===== config.mk =====
export PLATFORM = sky130hd
export DESIGN_NAME = archive_byte_stream_cipher_top_flat
export DESIGN_NICKNAME = d
export VERILOG_FILES = /design/src/hdl/absc_pkg.sv /design/src/hdl/absc_if.sv /design/src/hdl/absc_ctrl.sv /design/src/hdl/absc_dp.sv /design/src/hdl/archive_byte_stream_cipher_top.sv /design/src/flat_wrapper.sv
export SDC_FILE = /design/constraint.sdc
export NUM_CORES = 1
export LEC_CHECK = 0
export ABC_CLOCK_PERIOD_IN_PS = 7100
export BUFFER_PORTS_ARGS = -buffer_cell sky130_fd_sc_hd__buf_2
export CAP_MARGIN = 20
export CORE_MARGIN = 2
export CORE_UTILIZATION = 56
export DETAILED_ROUTE_END_ITERATION = 12
export PLACE_DENSITY = 0.79
export SLEW_MARGIN = 0
export SYNTH_ARGS = -nofsm -noshare
export SYNTH_HDL_FRONTEND = slang
export SYNTH_HIERARCHICAL = 1
export SYNTH_SLANG_ARGS = --single-unit

===== constraint.sdc =====
create_clock -name clk -period 7.1 [get_ports clk]
set_input_delay 1.065 -clock clk [delete_from_list [all_inputs] [get_ports clk]]
set_output_delay 1.065 -clock clk [all_outputs]
set_load 0.005 [all_outputs]

===== src/hdl/absc_pkg.sv =====
package absc_pkg;

	// Configuration port
	localparam int CFG_IDX_W  = 3;
	localparam int CFG_DATA_W = 64;
	localparam int KEY_TOP_W  = 24;

	localparam logic [CFG_IDX_W-1:0] CFG_KEY_A_LOW = 3'd0;
	localparam logic [CFG_IDX_W-1:0] CFG_KEY_A_MID = 3'd1;
	localparam logic [CFG_IDX_W-1:0] CFG_KEY_A_TOP = 3'd2;
	localparam logic [CFG_IDX_W-1:0] CFG_KEY_B_LOW = 3'd3;
	localparam logic [CFG_IDX_W-1:0] CFG_KEY_B_TOP = 3'd4;

	// Key state widths and wrap points
	localparam int KEY_NUM_W = 7;
	localparam int POS_A_W   = 5;
	localparam int POS_B_W   = 4;
	localparam int POS_A_MAX = 19;
	localparam int POS_B_MAX = 11;

	// Remainder unit
	localparam int REM_W = 4;

	// Reciprocal pairs: (x * MUL) >> SH gives x / d for every 7-bit x
	localparam logic [7:0] MUL_9  = 8'd57;
	localparam logic [3:0] SH_9   = 4'd9;
	localparam logic [7:0] MUL_12 = 8'd86;
	localparam logic [3:0] SH_12  = 4'd10;
	localparam logic [7:0] MUL_5  = 8'd103;
	localparam logic [3:0] SH_5   = 4'd9;
	localparam logic [7:0] MUL_15 = 8'd137;
	localparam logic [3:0] SH_15  = 4'd11;
	localparam logic [7:0] MUL_7  = 8'd147;
	localparam logic [3:0] SH_7   = 4'd10;

	// Controller to datapath
	typedef struct packed {
		logic cap;
		logic xform;
		logic div_go;
	} absc_cmd_t;

	// Datapath to controller
	typedef struct packed {
		logic div_done;
		logic out_free;
	} absc_sts_t;

endpackage


===== src/hdl/absc_if.sv =====
interface absc_in_if;
	logic        valid;
	logic        ready;
	logic        start_req;
	logic [31:0] file_size;
	logic [7:0]  data_in;
	logic        mode;

	modport source (output valid, output start_req, output file_size, output data_in,
		output mode, input ready);
	modport sink (input valid, input start_req, input file_size, input data_in,
		input mode, output ready);
endinterface

interface absc_out_if;
	logic       valid;
	logic       ready;
	logic [7:0] data_out;

	modport source (output valid, output data_out, input ready);
	modport sink (input valid, input data_out, output ready);
endinterface


===== src/hdl/absc_ctrl.sv =====
module absc_ctrl (
	input  logic               clk,
	input  logic               arst_n,
	input  logic               in_valid,
	input  logic               in_start,
	output logic               in_ready,
	output absc_pkg::absc_cmd_t cmd,
	input  absc_pkg::absc_sts_t sts
);
	import absc_pkg::*;

	typedef enum logic [1:0] {
		S_IDLE,
		S_SEED_A,
		S_XFORM
	} state_t;

	state_t state_q;
	logic   div_go_q;
	logic   accept;

	assign in_ready = (state_q == S_IDLE);
	assign accept   = in_valid & in_ready;

	assign cmd.cap    = accept;
	assign cmd.xform  = (state_q == S_XFORM) & sts.out_free;
	assign cmd.div_go = div_go_q;

	// Sequence seeding and transform
	always_ff @(posedge clk or negedge arst_n) begin
		if (!arst_n) begin
			state_q  <= S_IDLE;
			div_go_q <= 1'b0;
		end else begin
			div_go_q <= 1'b0;
			unique case (state_q)
				S_IDLE: begin
					if (accept) begin
						if (in_start) begin
							state_q  <= S_SEED_A;
							div_go_q <= 1'b1;
						end else begin
							state_q <= S_XFORM;
						end
					end
				end
				S_SEED_A: begin
					if (sts.div_done) state_q <= S_XFORM;
				end
				S_XFORM: begin
					if (sts.out_free) state_q <= S_IDLE;
				end
				default: state_q <= S_IDLE;
			endcase
		end
	end

endmodule


===== src/hdl/absc_dp.sv =====
module absc_dp (
	input  logic                              clk,
	input  logic                              arst_n,
	input  absc_pkg::absc_cmd_t               cmd,
	output absc_pkg::absc_sts_t               sts,
	input  logic                              start_req,
	input  logic [31:0]                       file_size,
	input  logic [7:0]                        data_in,
	input  logic                              mode,
	input  logic                              cfg_we,
	input  logic [absc_pkg::CFG_IDX_W-1:0]    cfg_index,
	input  logic [absc_pkg::CFG_DATA_W-1:0]   cfg_data,
	output logic                              out_valid,
	input  logic                              out_ready,
	output logic [7:0]                        data_out
);
	import absc_pkg::*;

	// Key registers
	logic [63:0]          key_a_low_q, key_a_mid_q, key_b_low_q;
	logic [KEY_TOP_W-1:0] key_a_top_q, key_b_top_q;
	logic [151:0]         key_a_all;
	logic [87:0]          key_b_all;

	// Key state
	logic [KEY_NUM_W-1:0] key_num_q;
	logic [POS_A_W-1:0]   pos_a_q;
	logic [POS_B_W-1:0]   pos_b_q;
	logic                 swap_q;
	logic [KEY_NUM_W-1:0] key_num_inc;

	// Captured item and result
	logic [7:0] data_q;
	logic       mode_q;
	logic       out_valid_q;
	logic [7:0] data_out_q;

	// Remainder unit for the seed, whose divisor is position B
	logic                 div_busy_q;
	logic [2:0]           div_cnt_q;
	logic [KEY_NUM_W-1:0] div_dvd_q;
	logic [REM_W-1:0]     div_dsr_q;
	logic [REM_W-1:0]     div_rem_q;
	logic [REM_W:0]       div_trial;
	logic [REM_W-1:0]     div_rem_next;
	logic                 div_done;

	// Transform
	logic [7:0]         ka, kb_raw, kb, stage1, stage2, result;
	logic [POS_A_W-1:0] next_a;
	logic [POS_B_W:0]   next_b;
	logic               wrap_a, wrap_b, dbl_wrap;

	// Remainder by a fixed divisor through its reciprocal
	function automatic logic [REM_W-1:0] mod_const(logic [KEY_NUM_W-1:0] x,
		logic [7:0] mul, logic [3:0] sh, logic [REM_W-1:0] dsr);
		logic [14:0]          prod;
		logic [KEY_NUM_W-1:0] quo;
		logic [10:0]          back;
		prod = {8'b0, x} * {7'b0, mul};
		quo  = KEY_NUM_W'(prod >> sh);
		back = {4'b0, quo} * {7'b0, dsr};
		return REM_W'(x - back[KEY_NUM_W-1:0]);
	endfunction

	assign key_a_all = {key_a_top_q, key_a_mid_q, key_a_low_q};
	assign key_b_all = {key_b_top_q, key_b_low_q};

	// Pick key bytes by position; positions outside the tables give zero
	always_comb begin
		ka     = 8'h00;
		kb_raw = 8'h00;
		if (pos_a_q >= 5'd1 && pos_a_q <= 5'(POS_A_MAX))
			ka = key_a_all[{5'(pos_a_q - 5'd1), 3'b000} +: 8];
		if (pos_b_q >= 4'd1 && pos_b_q <= 4'(POS_B_MAX))
			kb_raw = key_b_all[{4'(pos_b_q - 4'd1), 3'b000} +: 8];
	end

	assign kb = kb_raw ^ {1'b0, key_num_q};

	// Encrypt runs key A first, decrypt runs key B first
	assign stage1 = data_q ^ (mode_q ? ka : kb);
	assign stage2 = swap_q ? {stage1[3:0], stage1[7:4]} : stage1;
	assign result = stage2 ^ (mode_q ? kb : ka);

	// Advance positions
	assign next_a      = pos_a_q + 5'd1;
	assign next_b      = {1'b0, pos_b_q} + 5'd1;
	assign wrap_a      = next_a > 5'(POS_A_MAX);
	assign wrap_b      = next_b > 5'(POS_B_MAX);
	assign dbl_wrap    = wrap_a & wrap_b;
	assign key_num_inc = key_num_q + 7'd1;

	// Remainder step: shift in one dividend bit, subtract if it fits
	assign div_trial    = {div_rem_q, div_dvd_q[KEY_NUM_W-1]};
	assign div_rem_next = (div_trial >= {1'b0, div_dsr_q}) ?
		REM_W'(div_trial - {1'b0, div_dsr_q}) : div_trial[REM_W-1:0];
	assign div_done     = div_busy_q & (div_cnt_q == 3'd0);

	always_ff @(posedge clk or negedge arst_n) begin
		if (!arst_n) begin
			div_busy_q <= 1'b0;
			div_cnt_q  <= 3'd0;
		end else if (cmd.div_go) begin
			div_busy_q <= 1'b1;
			div_cnt_q  <= 3'(KEY_NUM_W - 1);
		end else if (div_busy_q) begin
			div_cnt_q <= div_cnt_q - 3'd1;
			if (div_cnt_q == 3'd0) div_busy_q <= 1'b0;
		end
	end

	// Remainder operands need no reset
	always_ff @(posedge clk) begin
		if (cmd.div_go) begin
			div_dvd_q <= key_num_q;
			div_dsr_q <= pos_b_q;
			div_rem_q <= '0;
		end else if (div_busy_q) begin
			div_dvd_q <= {div_dvd_q[KEY_NUM_W-2:0], 1'b0};
			div_rem_q <= div_rem_next;
		end
	end

	// Configuration writes; unknown indexes drop
	always_ff @(posedge clk or negedge arst_n) begin
		if (!arst_n) begin
			key_a_low_q <= '0;
			key_a_mid_q <= '0;
			key_a_top_q <= '0;
			key_b_low_q <= '0;
			key_b_top_q <= '0;
		end else if (cfg_we) begin
			unique case (cfg_index)
				CFG_KEY_A_LOW: key_a_low_q <= cfg_data;
				CFG_KEY_A_MID: key_a_mid_q <= cfg_data;
				CFG_KEY_A_TOP: key_a_top_q <= cfg_data[KEY_TOP_W-1:0];
				CFG_KEY_B_LOW: key_b_low_q <= cfg_data;
				CFG_KEY_B_TOP: key_b_top_q <= cfg_data[KEY_TOP_W-1:0];
				default: ;
			endcase
		end
	end

	// Key state: seed on start, step after each byte, reseed on a double wrap
	always_ff @(posedge clk or negedge arst_n) begin
		if (!arst_n) begin
			key_num_q <= '0;
			pos_a_q   <= 5'd1;
			pos_b_q   <= 4'd1;
			swap_q    <= 1'b0;
		end else if (cmd.cap) begin
			if (start_req) begin
				key_num_q <= file_size[8:2];
				pos_b_q   <= mod_const(file_size[8:2], MUL_9, SH_9, 4'd9) + 4'd1;
				swap_q    <= 1'b0;
			end
		end else if (cmd.xform) begin
			if (dbl_wrap) begin
				key_num_q <= key_num_inc;
				swap_q    <= ~swap_q;
				if (swap_q) begin
					pos_a_q <= 5'(mod_const(key_num_inc, MUL_12, SH_12, 4'd12)) + 5'd6;
					pos_b_q <= mod_const(key_num_inc, MUL_5, SH_5, 4'd5) + 4'd4;
				end else begin
					pos_a_q <= 5'(mod_const(key_num_inc, MUL_15, SH_15, 4'd15)) + 5'd3;
					pos_b_q <= mod_const(key_num_inc, MUL_7, SH_7, 4'd7) + 4'd1;
				end
			end else begin
				pos_a_q <= wrap_a ? 5'd1 : next_a;
				pos_b_q <= wrap_b ? 4'd1 : next_b[POS_B_W-1:0];
				swap_q  <= swap_q ^ wrap_a ^ wrap_b;
			end
		end else if (div_done) begin
			pos_a_q <= 5'(div_rem_next) + 5'd1;
		end
	end

	// Hold the accepted byte
	always_ff @(posedge clk) begin
		if (cmd.cap) begin
			data_q <= data_in;
			mode_q <= mode;
		end
	end

	// Output register
	always_ff @(posedge clk or negedge arst_n) begin
		if (!arst_n) begin
			out_valid_q <= 1'b0;
		end else if (cmd.xform) begin
			out_valid_q <= 1'b1;
		end else if (out_ready) begin
			out_valid_q <= 1'b0;
		end
	end

	always_ff @(posedge clk) begin
		if (cmd.xform) data_out_q <= result;
	end

	assign out_valid = out_valid_q;
	assign data_out  = data_out_q;

	assign sts.div_done = div_done;
	assign sts.out_free = ~out_valid_q | out_ready;

endmodule


===== src/hdl/archive_byte_stream_cipher_top.sv =====
// Byte stream cipher for archive files. Each input transfer carries one byte,
// a mode (0 decrypt, 1 encrypt) and a start flag that, on the first byte of a
// file, seeds the key state from bits 8..2 of the file size. Every byte gives
// exactly one output byte. An ordinary byte is accepted and then transformed
// into the output register, which frees the input side so the next byte is
// taken while a result still waits. For a start byte, after the accept the
// bit-serial remainder unit is loaded and then run to find position A from
// key number mod position B, and then the transform cycle follows. A byte on
// which both key positions wrap costs nothing extra, since the new positions
// come from fixed-divisor remainders in the transform cycle. The transform
// cycle waits while an earlier result is still held and the output side is
// not ready. Load the key registers over the write port before streaming;
// they reset to zero.
module archive_byte_stream_cipher_top (
	input  logic                            clk,
	input  logic                            arst_n,
	absc_in_if.sink                         in_ch,
	absc_out_if.source                      out_ch,
	input  logic                            cfg_we,
	input  logic [absc_pkg::CFG_IDX_W-1:0]  cfg_index,
	input  logic [absc_pkg::CFG_DATA_W-1:0] cfg_data
);
	import absc_pkg::*;

	absc_cmd_t cmd;
	absc_sts_t sts;

	absc_ctrl u_ctrl (
		.clk      (clk),
		.arst_n   (arst_n),
		.in_valid (in_ch.valid),
		.in_start (in_ch.start_req),
		.in_ready (in_ch.ready),
		.cmd      (cmd),
		.sts      (sts)
	);

	absc_dp u_dp (
		.clk       (clk),
		.arst_n    (arst_n),
		.cmd       (cmd),
		.sts       (sts),
		.start_req (in_ch.start_req),
		.file_size (in_ch.file_size),
		.data_in   (in_ch.data_in),
		.mode      (in_ch.mode),
		.cfg_we    (cfg_we),
		.cfg_index (cfg_index),
		.cfg_data  (cfg_data),
		.out_valid (out_ch.valid),
		.out_ready (out_ch.ready),
		.data_out  (out_ch.data_out)
	);

endmodule

===== src/flat_wrapper.sv =====
// flat-port wrapper written by rule: the top's interface ports become plain ports
module archive_byte_stream_cipher_top_flat import absc_pkg::*;
  (clk, arst_n, cfg_we, cfg_index, cfg_data, in_ch_valid, in_ch_start_req, in_ch_file_size, in_ch_data_in, in_ch_mode, in_ch_ready, out_ch_valid, out_ch_data_out, out_ch_ready);
  absc_in_if in_ch_i ();
  absc_out_if out_ch_i ();
  input  logic clk;
  input  logic arst_n;
  input  logic cfg_we;
  input  logic [absc_pkg::CFG_IDX_W-1:0] cfg_index;
  input  logic [absc_pkg::CFG_DATA_W-1:0] cfg_data;
  input wire logic [$bits(in_ch_i.valid)-1:0] in_ch_valid;
  input wire logic [$bits(in_ch_i.start_req)-1:0] in_ch_start_req;
  input wire logic [$bits(in_ch_i.file_size)-1:0] in_ch_file_size;
  input wire logic [$bits(in_ch_i.data_in)-1:0] in_ch_data_in;
  input wire logic [$bits(in_ch_i.mode)-1:0] in_ch_mode;
  output wire logic [$bits(in_ch_i.ready)-1:0] in_ch_ready;
  output wire logic [$bits(out_ch_i.valid)-1:0] out_ch_valid;
  output wire logic [$bits(out_ch_i.data_out)-1:0] out_ch_data_out;
  input wire logic [$bits(out_ch_i.ready)-1:0] out_ch_ready;
  assign in_ch_i.valid = in_ch_valid;
  assign in_ch_i.start_req = in_ch_start_req;
  assign in_ch_i.file_size = in_ch_file_size;
  assign in_ch_i.data_in = in_ch_data_in;
  assign in_ch_i.mode = in_ch_mode;
  assign in_ch_ready = in_ch_i.ready;
  assign out_ch_valid = out_ch_i.valid;
  assign out_ch_data_out = out_ch_i.data_out;
  assign out_ch_i.ready = out_ch_ready;
  archive_byte_stream_cipher_top u_core (.clk(clk), .arst_n(arst_n), .in_ch(in_ch_i), .out_ch(out_ch_i), .cfg_we(cfg_we), .cfg_index(cfg_index), .cfg_data(cfg_data));
endmodule

==> results.sh, run 1 <==
export IMPL_grt_first_pass_wirelength_mm=68.0
export IMPL_seq_area_mm2=0.00755
export IMPL_post_dp_hpwl_mm=29.9
export IMPL_firstDrtPassIters=5
export IMPL_place_ws_ps=-139
export IMPL_die_area_mm2=0.0349
export IMPL_grt_usage_pct=24.1
export IMPL_cts_tree="yes"
export IMPL_grt_setup_unrepaired="yes"
export IMPL_finalHoldViolations=0
export IMPL_final_util_pct=63.6
export IMPL_cts_buffers=27
export IMPL_synth_seq_cells=297
export IMPL_final_area_mm2=0.0208
export IMPL_max_stage_delay_ps=490
export IMPL_vias=12100
export IMPL_antenna_cells=0
export IMPL_fin_crit_ps=6890
export IMPL_dieHeight_um=187
export IMPL_instances_no_fill=2039
export IMPL_syn_num_nets=1781
export IMPL_drt_iter0_markers=724
export IMPL_hold_depth=2
export IMPL_drc_errors=0
export IMPL_grt_remaining_overflow=0
export IMPL_io_buffers=98
export IMPL_cts_hold_buf=0
export IMPL_num_io_pins=124
export IMPL_clock_sinks=297
export IMPL_fin_crit_sh_pct=97.1
export IMPL_root_buffer="clkbuf_16"
export IMPL_cp_num_buf_inv=5
export IMPL_wl_mm=41.7
export IMPL_fillers=2497
export IMPL_r2r_start="u_core/u_dp/key_num_q[0]$_DFFE_PN0P_"
export IMPL_grt_antenna_before_repair=3
export IMPL_multi_input_area_mm2=0.0106
export IMPL_startpoint_type="register"
export IMPL_setup_viol=0
export IMPL_synth_cell_area_mm2=0.0187
export IMPL_post_place_cells=1985
export IMPL_critPathArrivalTime_ps=7330
export IMPL_crit_path_end_kind="register"
export IMPL_status="finished clean"
export IMPL_crit_type="register to register"
export IMPL_crit_family="adder cells"
export IMPL_whs_endpoint="u_core/u_dp/div_rem_q[3]$_SDFFE_PP0P_"
export IMPL_r2r_cells=32
export IMPL_maxCapViolations=0
export IMPL_r2r_end="u_core/u_dp/pos_b_q[3]$_DFFE_PN0P_"
export IMPL_ctsHtreeMaxLevel=1
export IMPL_async_flop_share_pct=89.2
export IMPL_placed_area_mm2=0.0197
export IMPL_finalWorstSetupSlack_ps=207
export IMPL_worst_path_max_fanout=4
export IMPL_synth_cells=1486
export IMPL_synth_flop_cell="dfrtp_1"
export IMPL_insertion_delay_ps=530
export IMPL_cp_common_cell="ha_4"
export IMPL_ff2ff_setup_slack_ps=210
export IMPL_routedWlPerCell_um=20.4
export IMPL_dieWidth_um=187
export IMPL_viasPerCell=5.91
export IMPL_yosysUniqueCellTypes=92
export IMPL_hold_class="register to register"
export IMPL_cts_reportedPaths_clkPinSlew_ps=70
export IMPL_grt_pass1_vias=13000
export IMPL_cp_required_ps=7540
export IMPL_gp_congestion=0.885
export IMPL_synthToLayoutAreaGrowth_pct=11.0
export IMPL_postSynthAreaPerCell_um2=12.6
export IMPL_worstMarginPinSlew_ps=960
export IMPL_core_mm2=0.0327
export IMPL_antenna_left=0
export IMPL_clk_path_buf_depth=3
export IMPL_grt_max_degree=173
export IMPL_finClkSkew_ps=8.91
export IMPL_finish_net_count=1872
export IMPL_rows=66
export IMPL_yosysWarnings=6
export IMPL_initial_core_util_pct=57.3
export IMPL_hold_start="u_core/u_dp/div_rem_q[3]$_SDFFE_PP0P_"
export IMPL_synth_edf_count=28
export IMPL_maxSlewViolCount=0
export IMPL_critical_path_slowest_cell="fa_1"
export IMPL_layout_drive_gt1_share_pct=33.6
export IMPL_max_freq_mhz=145
export IMPL_ys_seq_area_share_pct=40.3
export IMPL_slew_headroom_pct=35.5
==> worst reg2reg max path, delay by kind of cell (launching register included) <==
family	cells	cell delay, ps
buffers and inverters	5	340
AO/OA/AOI/OAI	5	1090
adder cells (fa/ha/maj)	9	2600
XOR/XNOR	7	1270
AND/OR/NAND/NOR	6	1110
flip-flops	1	410
==> cell type report <==
cell class	instances	share of cell area, %
Sequential cell	297	36.3
Clock inverter	11	0.758
Inverter	104	1.88
Timing Repair Buffer	133	3.77
Clock buffer	38	3.50
Multi-Input combinational cell	1014	51.1
Tap cell	442	2.66
==> cells in the mapped netlist (6+ instances only) <==
cell type	number	area share (%)
xor2_1	12	0.56
o21ai_0	26	0.69
buf_2	13	0.35
mux2_2	267	16
edfxtp_1	28	4.5
mux4_2	37	4.4
a31oi_1	7	0.23
a211oi_1	13	0.52
xnor2_1	82	3.8
o21ai_1	7	0.19
nor2b_1	6	0.20
a22oi_1	6	0.24
a21oi_1	43	1.1
nand4_1	13	0.43
and3_1	8	0.27
nand3_1	18	0.48
mux2i_1	37	2.0
dfrtp_1	263	35
nand2_1	44	0.88
inv_1	103	2.1
nor2_1	49	0.98
a21o_1	10	0.40
fa_1	29	3.1
nor3_1	9	0.24
ha_1	152	10
mux4_1	11	1.5
buf_4	6	0.24
clkbuf_1	44	0.88
nand2b_1	9	0.30
==> through the flow <==
stage	TNS (ps)	hold slack [ps]
after floorplan	0	437
final	0	469
after global placement	0	451
after detailed placement	-139	456
after global routing	-137	507
after CTS	0	465
==> routing by layer <==
layer / track usage (%) / part of all wire [%] / vias up
met4: 7.91 / 3.1 / 6
met3: 2.48 / 3.8 / 85
li1: - / - / 5558
met2: 44.5 / 52 / 264
met1: 29.6 / 41 / 6143
met5: 0 / 0.11 / -
==> placed cells by master (no fill, tap or decap), types with 6 or more instances in the layout <==
cell / instances
a211oi_1: 12
edfxtp_1: 28
nor3_1: 8
a21o_1: 10
mux4_1: 11
clkbuf_16: 27
nand3_1: 15
fa_1: 29
o21ai_0: 25
xnor2_1: 78
mux2_2: 267
nor2b_1: 6
mux2i_1: 37
ha_1: 142
nand2_1: 43
and3_1: 6
nor2_1: 48
xor2_1: 11
nand4_1: 13
clkbuf_1: 10
buf_2: 97
dfrtp_1: 263
buf_4: 33
mux4_2: 37
a21oi_1: 43
a22oi_1: 6
o21ai_1: 7
a31oi_1: 7
inv_1: 100
nand2b_1: 9
==> how the worst max path moves through the flow <==
stage | end | slack [ps] | cells after the start | startpoint
after floorplan | u_core/u_dp/pos_b_q[3]$_DFFE_PN0P_ | 110 | 32 | u_core/u_dp/key_num_q[0]$_DFFE_PN0P_
after global placement | u_core/u_dp/pos_b_q[3]$_DFFE_PN0P_ | 80 | 32 | u_core/u_dp/key_num_q[0]$_DFFE_PN0P_
after detailed placement | u_core/u_dp/pos_b_q[3]$_DFFE_PN0P_ | -140 | 32 | u_core/u_dp/key_num_q[1]$_DFFE_PN0P_
after CTS | u_core/u_dp/pos_b_q[3]$_DFFE_PN0P_ | 20 | 31 | u_core/u_dp/key_num_q[0]$_DFFE_PN0P_
after global routing | u_core/u_dp/pos_b_q[3]$_DFFE_PN0P_ | -140 | 32 | u_core/u_dp/key_num_q[0]$_DFFE_PN0P_
final | u_core/u_dp/pos_b_q[3]$_DFFE_PN0P_ | 210 | 32 | u_core/u_dp/key_num_q[0]$_DFFE_PN0P_
==> sequential cells by signal (all words and copies together), names as in the netlist <==
name / cells
u_core/u_dp/key_a_low_q: 64
u_core/u_dp/key_a_mid_q: 64
u_core/u_dp/key_b_low_q: 64
u_core/u_dp/key_a_top_q: 24
u_core/u_dp/key_b_top_q: 24
u_core/u_dp/data_out: 8
u_core/u_dp/data_q: 8
u_core/u_dp/div_dvd_q: 7
u_core/u_dp/key_num_q: 7
u_core/u_dp/pos_a_q: 5
u_core/u_dp/div_dsr_q: 4
u_core/u_dp/div_rem_q: 4
u_core/u_dp/pos_b_q: 4
u_core/u_dp/div_cnt_q: 3
u_core/u_ctrl/state_q: 2
u_core/u_ctrl/div_go_q: 1
u_core/u_dp/div_busy_q: 1
u_core/u_dp/mode_q: 1
u_core/u_dp/out_valid: 1
u_core/u_dp/swap_q: 1
==> timing repair <==
action                                  CTS  global route
gates resized for setup                   5            26
setup buffers                             1             4
pin swaps                                 4            23
endpoints found under the setup margin    1             1
endpoints found under the hold margin     0             0
==> kinds of logic after synthesis <==
logic type,count (synthesis),share of synthesized area [%]
compound gates,177,7.12
xor+xnor,104,5.54
fa+ha+maj,182,13.3
buf+inv,175,4.05
flops,297,40.3
mux,356,24.3
simple gates,195,5.40
Power of run 1 is not shown: default switching activity piles up to over one toggle a cycle in this logic, so the estimate is an artifact.
==> inputs of run 2 (changes only) <==
- PLACE_DENSITY: 0.79 -> 0.78
- SYNTH_HIERARCHICAL: 1 -> unset
==> run 2 against run 1 <==
Design area decreased by 1.4%. Wire length shrank 0.51%. Sequential share of layout area grew 0.53 points. Hold slack improved by 31 ps. First-iteration DRC count decreased by 8.7%. Utilization shrank 0.42 points. Via count up 0.92%. Critical path depth down 1. Synthesized cell count increased by 1.2%. Area after synthesis is 1.5% lower. Count of clock-buffer cells in the layout grew 8. Non-clock buffer count decreased by 1.
==> results.sh, run 2 <==
export IMPL_clock_sinks=297
export IMPL_grt_pass1_vias=12600
export IMPL_crit_path_end_kind="register"
export IMPL_root_buffer="clkbuf_16"
export IMPL_synth_cell_area_mm2=0.0185
export IMPL_synth_seq_cells=297
export IMPL_layout_common_cells="dfrtp_1 (262), mux2_2 (256), ha_1 (151)"
export IMPL_dieHeight_um=186
export IMPL_die_area_mm2=0.0344
export IMPL_synth_common_cells="dfrtp_1 (263), mux2_2 (256), ha_1 (152), inv_1 (100), xnor2_1 (78)"
export IMPL_max_stage_delay_ps=490
export IMPL_cts_hold_buf=0
export IMPL_insertion_delay_ps=570
export IMPL_core_mm2=0.0325
export IMPL_synth_area_leaders="dfrtp_1 (36%), mux2_2 (16%), ha_1 (10%)"
export IMPL_synth_top_cell_area_share_pct=35.7
export IMPL_vias=12200
export IMPL_yosysUniqueCellTypes=85
export IMPL_cp_required_ps=7550
export IMPL_slew_headroom_pct=24.2
export IMPL_num_io_pins=124
export IMPL_finish_net_count=1893
export IMPL_crit_start="u_core.u_dp.key_num_q[4]$_DFFE_PN0P_"
export IMPL_status="finished clean"
export IMPL_drc_errors=0
export IMPL_finClkSkew_ps=17.6
export IMPL_cts_tree="yes"
export IMPL_grt_first_pass_wirelength_mm=66.8
export IMPL_synth_top_cell_by_area="dfrtp_1"
export IMPL_synth_flop_cell="dfrtp_1"
export IMPL_largestRegisters="u_core.u_dp.key_a_low_q (64), u_core.u_dp.key_a_mid_q (64), u_core.u_dp.key_b_low_q (64)"
export IMPL_critical_path_slowest_cell="fa_1"
export IMPL_clk_path_buf_depth=3
export IMPL_gp_congestion=0.920
export IMPL_synth_edf_count=28
export IMPL_postSynthAreaPerCell_um2=12.3
export IMPL_fin_crit_ps=6680
export IMPL_drt_iter0_markers=661
export IMPL_rows=66
export IMPL_antenna_left=0
export IMPL_dieWidth_um=186
export IMPL_syn_num_nets=1800
export IMPL_maxSlewViolCount=0
export IMPL_grt_antenna_before_repair=5
export IMPL_ys_seq_area_share_pct=40.9
export IMPL_layout_drive_gt1_share_pct=32.4
export IMPL_grt_setup_unrepaired="no"
export IMPL_setup_viol=0
export IMPL_grt_usage_pct=24.9
export IMPL_synth_cells=1504
export IMPL_async_flop_share_pct=89.2
export IMPL_io_buffers=98
export IMPL_grt_remaining_overflow=0
export IMPL_viasPerCell=5.90
export IMPL_cts_reportedPaths_clkPinSlew_ps=70
export IMPL_finalSetupTns_ps=0
export IMPL_startpoint_type="register"
export IMPL_worst_path_max_fanout=4
export IMPL_fin_crit_sh_pct=94.1
export IMPL_yosysWarnings=0
export IMPL_maxCapViolations=0
export IMPL_grt_max_degree=150
export IMPL_final_common_cell="dfrtp_1"
export IMPL_crit_type="register to register"
export IMPL_post_dp_hpwl_mm=29.9
export IMPL_ctsHtreeMaxLevel=1
export IMPL_worstMarginPinSlew_ps=1140
export IMPL_wl_mm=41.5
export IMPL_hold_start="u_core.u_dp.key_b_low_q[48]$_DFFE_PN0P_"
export IMPL_max_freq_mhz=150
export IMPL_firstDrtPassIters=5
export IMPL_cts_buffers=30
export IMPL_initial_core_util_pct=56.9
export IMPL_synth_most_common_cell="dfrtp_1"
export IMPL_critPathArrivalTime_ps=7130
export IMPL_r2r_start="u_core.u_dp.key_num_q[4]$_DFFE_PN0P_"
export IMPL_finalHoldViolations=0
export IMPL_hold_class="register to register"
export IMPL_synthToLayoutAreaGrowth_pct=11.1
export IMPL_routedWlPerCell_um=20.1
==> run 2: cell count changes in the layout (fill, tap and decap cells not counted), sizes merged, moves of 7 or more <==
cell,before,now
mux2,271,256
a211oi,13,6
o21ai,33,47
nand4,14,4
clkbuf,38,46
a221oi,13,6
nand2,44,63
xor2,13,31
mux2i,37,29
o22ai,1,10
nor3,10,20
==> run 2: worst paths after layout <==
check	endpoint	slack, ps	cells after the start
setup / recovery	u_core.u_dp.pos_b_q[3]$_DFFE_PN0P_	420	31
hold / removal	u_core.u_dp.key_b_low_q[48]$_DFFE_PN0P_	500	1
setup reg to reg	u_core.u_dp.pos_b_q[3]$_DFFE_PN0P_	420	31
hold reg to reg	u_core.u_dp.key_b_low_q[48]$_DFFE_PN0P_	500	1
max in group asynchronous	u_core.u_dp.key_num_q[1]$_DFFE_PN0P_	5170	2
min in group asynchronous	u_core.u_dp.key_a_mid_q[62]$_DFFE_PN0P_	550	1
==> run 2: through the flow <==
stage	instances	hold WS, ps	utilization [%]	setup slack (ps)	instance area, um2
2_1_floorplan	1504	461	-	523	18500
3_3_place_gp	2004	478	59.9	465	19400
3_5_place_dp	2004	490	59.9	252	19400
4_1_cts	2058	505	63.0	225	20500
5_1_grt	2062	514	63.2	67.3	20500
6_report	2063	501	63.2	418	20500
==> run 2: worst max-delay path, delay by kind of cell, from the launching register on <==
kind	cells	cell delay [ps]
flops	1	350
buf+inv	6	480
fa+ha+maj	9	2620
simple gates	4	990
xor+xnor	9	1500
compound gates	3	610
==> run 2: area by class of cell <==
type | count | area (um2)
fill | 2418 | 12000
multi-input combinational | 1034 | 10200
sequential | 297 | 7560
clock buffer | 46 | 891
timing repair buffer | 132 | 776
tap | 442 | 553
inverter | 102 | 383
clock inverter | 8 | 131
antenna | 2 | 5.00
==> run 2: per-layer routing <==
metal	GRT usage, %	share of wire (%)
met5	0	0.058
met4	8.35	3.5
met3	3.66	5.3
met2	43.1	50
met1	32.2	42
==> run 2: repair_timing <==
item / in CTS / in global routing
endpoints found under the setup margin: 0 / 1
resized for setup: 0 / 2
buffers inserted: 0 / 2
==> run 2: kinds of logic after synthesis <==
family | count (synthesis) | synth area share (%)
adder cells (fa/ha/maj) | 183 | 13.6
XOR/XNOR | 112 | 5.68
multiplexers | 333 | 23.1
AND/OR/NAND/NOR | 218 | 5.80
buffers and inverters | 173 | 4.01
flip-flops | 297 | 40.9
AO/OA/AOI/OAI | 188 | 6.91
Power of run 2 is left out for the same reason.
